`src/rtl/hufd_pkg.sv`:
```
package hufd_pkg;

	// Node table geometry and field widths
	localparam int NODE_COUNT = 512;
	localparam int IDX_W = 9;
	localparam int SYM_W = 8;
	localparam int CODE_W = 8;
	localparam int CNT_W = $clog2(CODE_W + 1);

	// Configuration register map
	localparam int ROOT_W = IDX_W;
	localparam logic REG_ROOT = 1'b0;

	// Item actions
	localparam logic ACT_WRITE = 1'b0;
	localparam logic ACT_DECODE = 1'b1;

	typedef struct packed {
		logic [IDX_W-1:0] left;
		logic [IDX_W-1:0] right;
		logic [SYM_W-1:0] sym;
	} node_t;

	typedef struct packed {
		logic action;
		logic [IDX_W-1:0] node_index;
		logic [IDX_W-1:0] left_child;
		logic [IDX_W-1:0] right_child;
		logic [SYM_W-1:0] node_symbol;
		logic [CODE_W-1:0] code_byte;
	} in_t;

	typedef struct packed {
		logic [SYM_W-1:0] symbol;
		logic last;
	} out_t;

	// Controller to datapath commands
	typedef struct packed {
		logic write_node;
		logic load;
		logic go_root;
		logic step;
		logic eval;
		logic issue;
		logic hold_load;
		logic push;
		logic push_last;
	} cmd_t;

	// Datapath to controller status
	typedef struct packed {
		logic leaf;
	} sts_t;

endpackage

```
`src/rtl/hufd_ctrl.sv`:
```
module hufd_ctrl (
	input  logic            clk,
	input  logic            arst_n,
	input  logic            in_valid,
	input  logic            in_action,
	output logic            in_ready,
	output logic            out_valid,
	input  logic            out_ready,
	input  logic            cfg_wr,
	input  hufd_pkg::sts_t  sts,
	output hufd_pkg::cmd_t  cmd
);

	typedef enum logic [1:0] {
		ST_IDLE,
		ST_WALK,
		ST_FLUSH
	} state_t;

	state_t state_q;
	logic [hufd_pkg::CNT_W-1:0] cnt_q;
	logic hold_v_q;
	logic out_valid_q;
	logic push_ok;
	logic pend;
	logic leaf_e;
	logic step;
	logic last_bit;
	logic flush_ok;
	logic accept;
	logic acc_decode;

	// Work out stalls and issue commands
	always_comb begin
		push_ok = !out_valid_q || out_ready;
		pend = (cnt_q != '0);
		last_bit = (cnt_q == hufd_pkg::CNT_W'(hufd_pkg::CODE_W));
		leaf_e = (state_q == ST_WALK) && pend && sts.leaf;
		step = (state_q == ST_WALK) && !(leaf_e && hold_v_q && !push_ok);
		flush_ok = !hold_v_q || push_ok;
		in_ready = (state_q == ST_IDLE) || ((state_q == ST_FLUSH) && flush_ok);
		accept = in_valid && in_ready;
		acc_decode = accept && (in_action == hufd_pkg::ACT_DECODE);

		cmd.write_node = accept && (in_action == hufd_pkg::ACT_WRITE);
		cmd.load = acc_decode;
		cmd.go_root = cmd.write_node || cfg_wr;
		cmd.step = step;
		cmd.eval = (state_q == ST_WALK) && pend;
		cmd.issue = step && !last_bit;
		cmd.hold_load = step && leaf_e;
		cmd.push = (step && leaf_e && hold_v_q)
			|| ((state_q == ST_FLUSH) && hold_v_q && push_ok);
		cmd.push_last = (state_q == ST_FLUSH);
	end

	assign out_valid = out_valid_q;

	// Hold state, bit count, held-symbol flag and output valid
	always_ff @(posedge clk or negedge arst_n) begin
		if (!arst_n) begin
			state_q <= ST_IDLE;
			cnt_q <= '0;
			hold_v_q <= 1'b0;
			out_valid_q <= 1'b0;
		end else begin
			case (state_q)
				ST_IDLE: begin
					if (acc_decode) begin
						state_q <= ST_WALK;
						cnt_q <= '0;
					end
				end
				ST_WALK: begin
					if (step) begin
						if (leaf_e) begin
							hold_v_q <= 1'b1;
						end
						if (last_bit) begin
							state_q <= ST_FLUSH;
						end else begin
							cnt_q <= cnt_q + 1'b1;
						end
					end
				end
				ST_FLUSH: begin
					if (flush_ok) begin
						hold_v_q <= 1'b0;
						cnt_q <= '0;
						state_q <= acc_decode ? ST_WALK : ST_IDLE;
					end
				end
				default: begin
					state_q <= ST_IDLE;
				end
			endcase

			if (cmd.push) begin
				out_valid_q <= 1'b1;
			end else if (out_ready) begin
				out_valid_q <= 1'b0;
			end
		end
	end

endmodule

```
`config.mk`:
```
export PLATFORM = sky130hd
export DESIGN_NAME = hufd_ctrl
export DESIGN_NICKNAME = d
export VERILOG_FILES = /design/src/rtl/hufd_pkg.sv /design/src/rtl/hufd_ctrl.sv
export SDC_FILE = /design/constraint.sdc
export NUM_CORES = 1
export LEC_CHECK = 0
export ABC_AREA = 1
export BUFFER_PORTS_ARGS = -buffer_cell sky130_fd_sc_hd__buf_2
export CORE_ASPECT_RATIO = 0.75
export CORE_MARGIN = 5
export CORE_UTILIZATION = 25
export CTS_CLUSTER_DIAMETER = 80
export CTS_CLUSTER_SIZE = 40
export DETAILED_ROUTE_END_ITERATION = 8
export GPL_TIMING_DRIVEN = 1
export PLACE_DENSITY = 0.54
export SYNTH_ARGS = -nofsm -noshare
export SYNTH_HDL_FRONTEND = slang
export SYNTH_SLANG_ARGS = --single-unit
```
`constraint.sdc`:
```
create_clock -name clk -period 1.49 [get_ports clk]
set_input_delay 0.0745 -clock clk [delete_from_list [all_inputs] [get_ports clk]]
set_output_delay 0.0745 -clock clk [all_outputs]
set_load 0.1 [all_outputs]
```
After elaboration in Yosys (flattened, before gate mapping)
Index checks and enable logic that the tools add are counted. Widths: inputs -> output; s select.

Eq/ne operators: 9. Bitwise logic cells: 1. Reduce and logical (&&, ||, !) cells: 32. $add $sub $neg: 1. Multiplexer cells: 17.

Operators with widths (number): $mux 4 (4); $logic_and 1x1->1 (14); $pmux 4 s3 (1); $ne 2x2->1 const B (5); $mux 2 (4); $reduce_and 4->1 (2); $mux 1 (6); $pmux 2 s3 (1); $logic_not 1->1 (5); $logic_or 1x1->1 (5); $reduce_and 5->1 (1); $add 4x1->4 const B (1); $eq 4x4->1 const B (1); $reduce_bool 2->1 (2); $reduce_bool 4->1 (1); $reduce_bool 3->1 (1); $eq 2x1->1 const B (1); $eq 2x2->1 const B (1); $logic_not 2->1 (1); $ne 2x1->1 const B (1); $pmux 1 s2 (1); $not 1->1 (1).

Register bits: 8. Output and inout bits: 11. Bits of input ports: 7.

Logic depth before layout (Yosys ltp)
Word-level depth: 11. Mapped depth: 9. Gate-level depth less buffers: 9.

Worst setup path before layout
Ideal clock, no wire load.

Path kind: reg-to-output. From: reg out_valid_q, in the netlist out_valid. To: out cmd[6] in the netlist's numbering. Slack: -2.272 ns. Data required time: 1.416 ns. Arrival time: 3.687 ns. Buffers on the path: 0. Cell stages (with the launch flop): 7. Cell sequence: dfrtp_1 -> nand2_2 -> nor2_8 -> o21ai_2 -> nand2_2 -> nor2_2 -> or2_1.

RTL lines: from (decl) (line hufd_ctrl.sv:23) `logic out_valid_q;`; from (signal assigned) (line hufd_ctrl.sv:65) `out_valid_q <= 1'b0;`; from (signal assigned) (line hufd_ctrl.sv:99) `out_valid_q <= 1'b1;`; from (signal assigned) (line hufd_ctrl.sv:101) `out_valid_q <= 1'b0;`; to (decl) (line hufd_ctrl.sv:11) `output hufd_pkg::cmd_t cmd`.

==> results by group <==
Timing
  • Relative slew slack: 67.9%
  • Final hold vios: 0
  • Max Clk Rate: 0.622 GHz
  • Final Max Slew Viols: 0
  • RSZ-0062 raised after global routing: true
  • Worst setup margin: -117 ps
  • Endpoints failing setup: 7
  • Fin Setup TNS: -461 ps
  • Crit share post-route: 108%
  • Tmin final: 1610 ps
  • Slew @ Worst Pin: 485 ps
  • Final hold slack: 154 ps
  • Layout Skew: 16.2 ps

Setup path
  • Crit path capture type: output pin
  • Critical-path top delay cell: dfrtp_4
  • Critical-path cell list: nand2_4 > nor2_8 > o21ai_4 > nand2_2 > nor2_4 > or2_4 > buf_12
  • Crit path largest cell delay: 500 ps
  • CP arrival: 1530 ps
  • Worst-path fanout max: 4
  • Setup Crit Path Kind: register to output pin
  • Crit path required time: 1420 ps
  • CP Launch Type: register

Floorplan
  • Die Wd: 67.5 um
  • Rows: 15
  • Die H: 53.2 um
  • Core area: 0.00233 sq mm
  • I/O pins: 18
  • Starting density of the core: 26.7%
  • DIE AREA: 0.00359 sq mm

Finish
  • Register Area: 205 sq um
  • Area taken by multi-input logic gates: 463 sq um
  • Design area: 0.00117 sq mm
  • Area Growth Syn to Fin: 88.7%
  • ANT cells: 0
  • # nets final: 129
  • Share of cells above drive strength 1: 58.0%
  • FILL cells: 228

Placed design
  • I/O Buffers: 17
  • Placed Area: 975 sq um
  • Gpl congestion: 0.848
  • HPWL Detailed: 1.22 mm

Clock network
  • Worst-path clk slew: 70 ps
  • Num CTS Buffers: 3
  • Latest clock arrival within the worst-skew pair: 270 ps
  • Clock buffer depth: 2
  • Clock Tree Root: clkbuf_4
  • H-tree depth: 1
  • Sink Count: 8
  • CTS tree: yes

Global routing
  • Antenna violations before repair: 0
  • Number of global-route vias before repair: 598
  • Grt ovf: 0
  • All-Layer GR Usage: 9.94%
  • Pin count of the biggest net entering global routing: 9
  • First-pass GRT wire length: 2.55 mm

Logic synthesis
  • Syn Nets: 91
  • Mapped Cells: 82
  • Seq/Total Area, Yosys: 32.3%
  • Cell area after synthesis: 621 sq um
  • FF+latch count, synth: 8
  • Yosys warnings: 0
  • Synth cell types: 20
  • Avg Cell Area, Syn: 7.57 sq um

Routing
  • DRC: 0
  • Routed wire per std cell: 11.3 um
  • Drt pass-1 iters: 3
  • Vias: 646
  • Vias per inst: 4.22
  • Antenna-violating nets left: 0
  • Wirelength, routed: 1.74 mm
  • DR iter-0 viols: 23

Outcome
  • Failing checks: negative setup slack
  • Outcome: finished, violations left

Run
  • Max-Cap Viols: 0

Min path
  • HP Class: primary input to register
-- cell type report --
cell class	instances	area share (%)
multi-input cells	60	39.5
inverters	12	4.59
well taps	34	3.63
clock buffers	4	2.24
repair buffers	35	32.5
flip-flops and latches	8	17.5
-- layer usage --
metal	wire (um)	vias to the layer above	global-route usage [%]	share of wire, %
met5	0	-	0	0
met4	17	0	4.04	0.98
met3	77	4	5.10	4.4
met2	838	12	13.2	48
met1	803	301	13.2	46
li1	-	329	-	-
-- registers in the layout, indices dropped and copies added, names as in the netlist --
name	count
cnt_q	4
state_q	2
hold_v_q	1
out_valid	1
-- through the flow --
step,util (%),std cells,setup WS [ps]
after floorplan,-,82,-1080
after global placement,41.9,137,93.5
after detailed placement,41.9,137,64.6
after CTS,46.1,148,-104
after global routing,50.3,153,-188
final,50.3,153,-117
-- critical path, delay by kind of cell (launching register included) --
family          cells  cell delay [ps]
compound gates      1              150
buf+inv             1              160
simple gates        5              440
flops               1              500
-- cell usage in the layout, fill, tap and decap left out, drive strengths merged, types with 2 or more instances in the layout --
master,n
a21oi,3
buf,34
clkbuf,4
dfrtp,8
ha,2
inv,11
nand2,29
nand3,5
nand4,5
nor2,12
-- synth_stat cells, drive strengths merged --
| cell type | number | area (sq um) |
|---|---|---|
| ha | 2 | 25.0 |
| a21o | 1 | 7.51 |
| o21ai | 1 | 8.76 |
| a21oi | 3 | 15.0 |
| xnor2 | 1 | 8.76 |
| or2 | 1 | 6.26 |
| buf | 2 | 15.0 |
| dfrtp | 8 | 200 |
| nand3 | 5 | 50.0 |
| nand2 | 29 | 134 |
| nand4 | 5 | 31.3 |
| nor2 | 12 | 73.8 |
| inv | 12 | 45.0 |
-- repair_timing --
item | 4_1_cts | 5_1_grt
hold buffers | 1 | 0
gates cloned | 0 | 0
gates resized for setup | 7 | 16
hold endpoints to repair | 8 | 0
buffers inserted | 6 | 5
pin swaps | 5 | 5
endpoints found under the setup margin | 7 | 9
-- path summary, 6_finish.rpt --
check,from,to,slack [ps],depth (start not counted)
min in group asynchronous,arst_n,out_valid,180,2
setup / recovery,out_valid,cmd[6],-120,7
setup reg to reg,cnt_q[1],cnt_q[2],100,10
max in group asynchronous,arst_n,state_q[1],1100,2
hold / removal,in_valid,state_q[0],150,3
hold reg to reg,hold_v_q,out_valid,510,2
-- cells by family (layout without fill, tap and decap cells) --
| logic type | Yosys count | count (layout) | synth area share, % |
|---|---|---|---|
| adders and majority gates | 2 | 2 | 4.03 |
| DFF | 8 | 8 | 32.3 |
| and+or+nand+nor | 52 | 52 | 47.6 |
| xor gates and xnor gates | 1 | 1 | 1.41 |
| buffers and inverters | 14 | 51 | 9.68 |
| AOI/OAI and AO/OA | 5 | 5 | 5.04 |
Power is left out: the tool's default activity adds up to more than one toggle a clock period on the data nets, which glitch-free logic cannot reach.
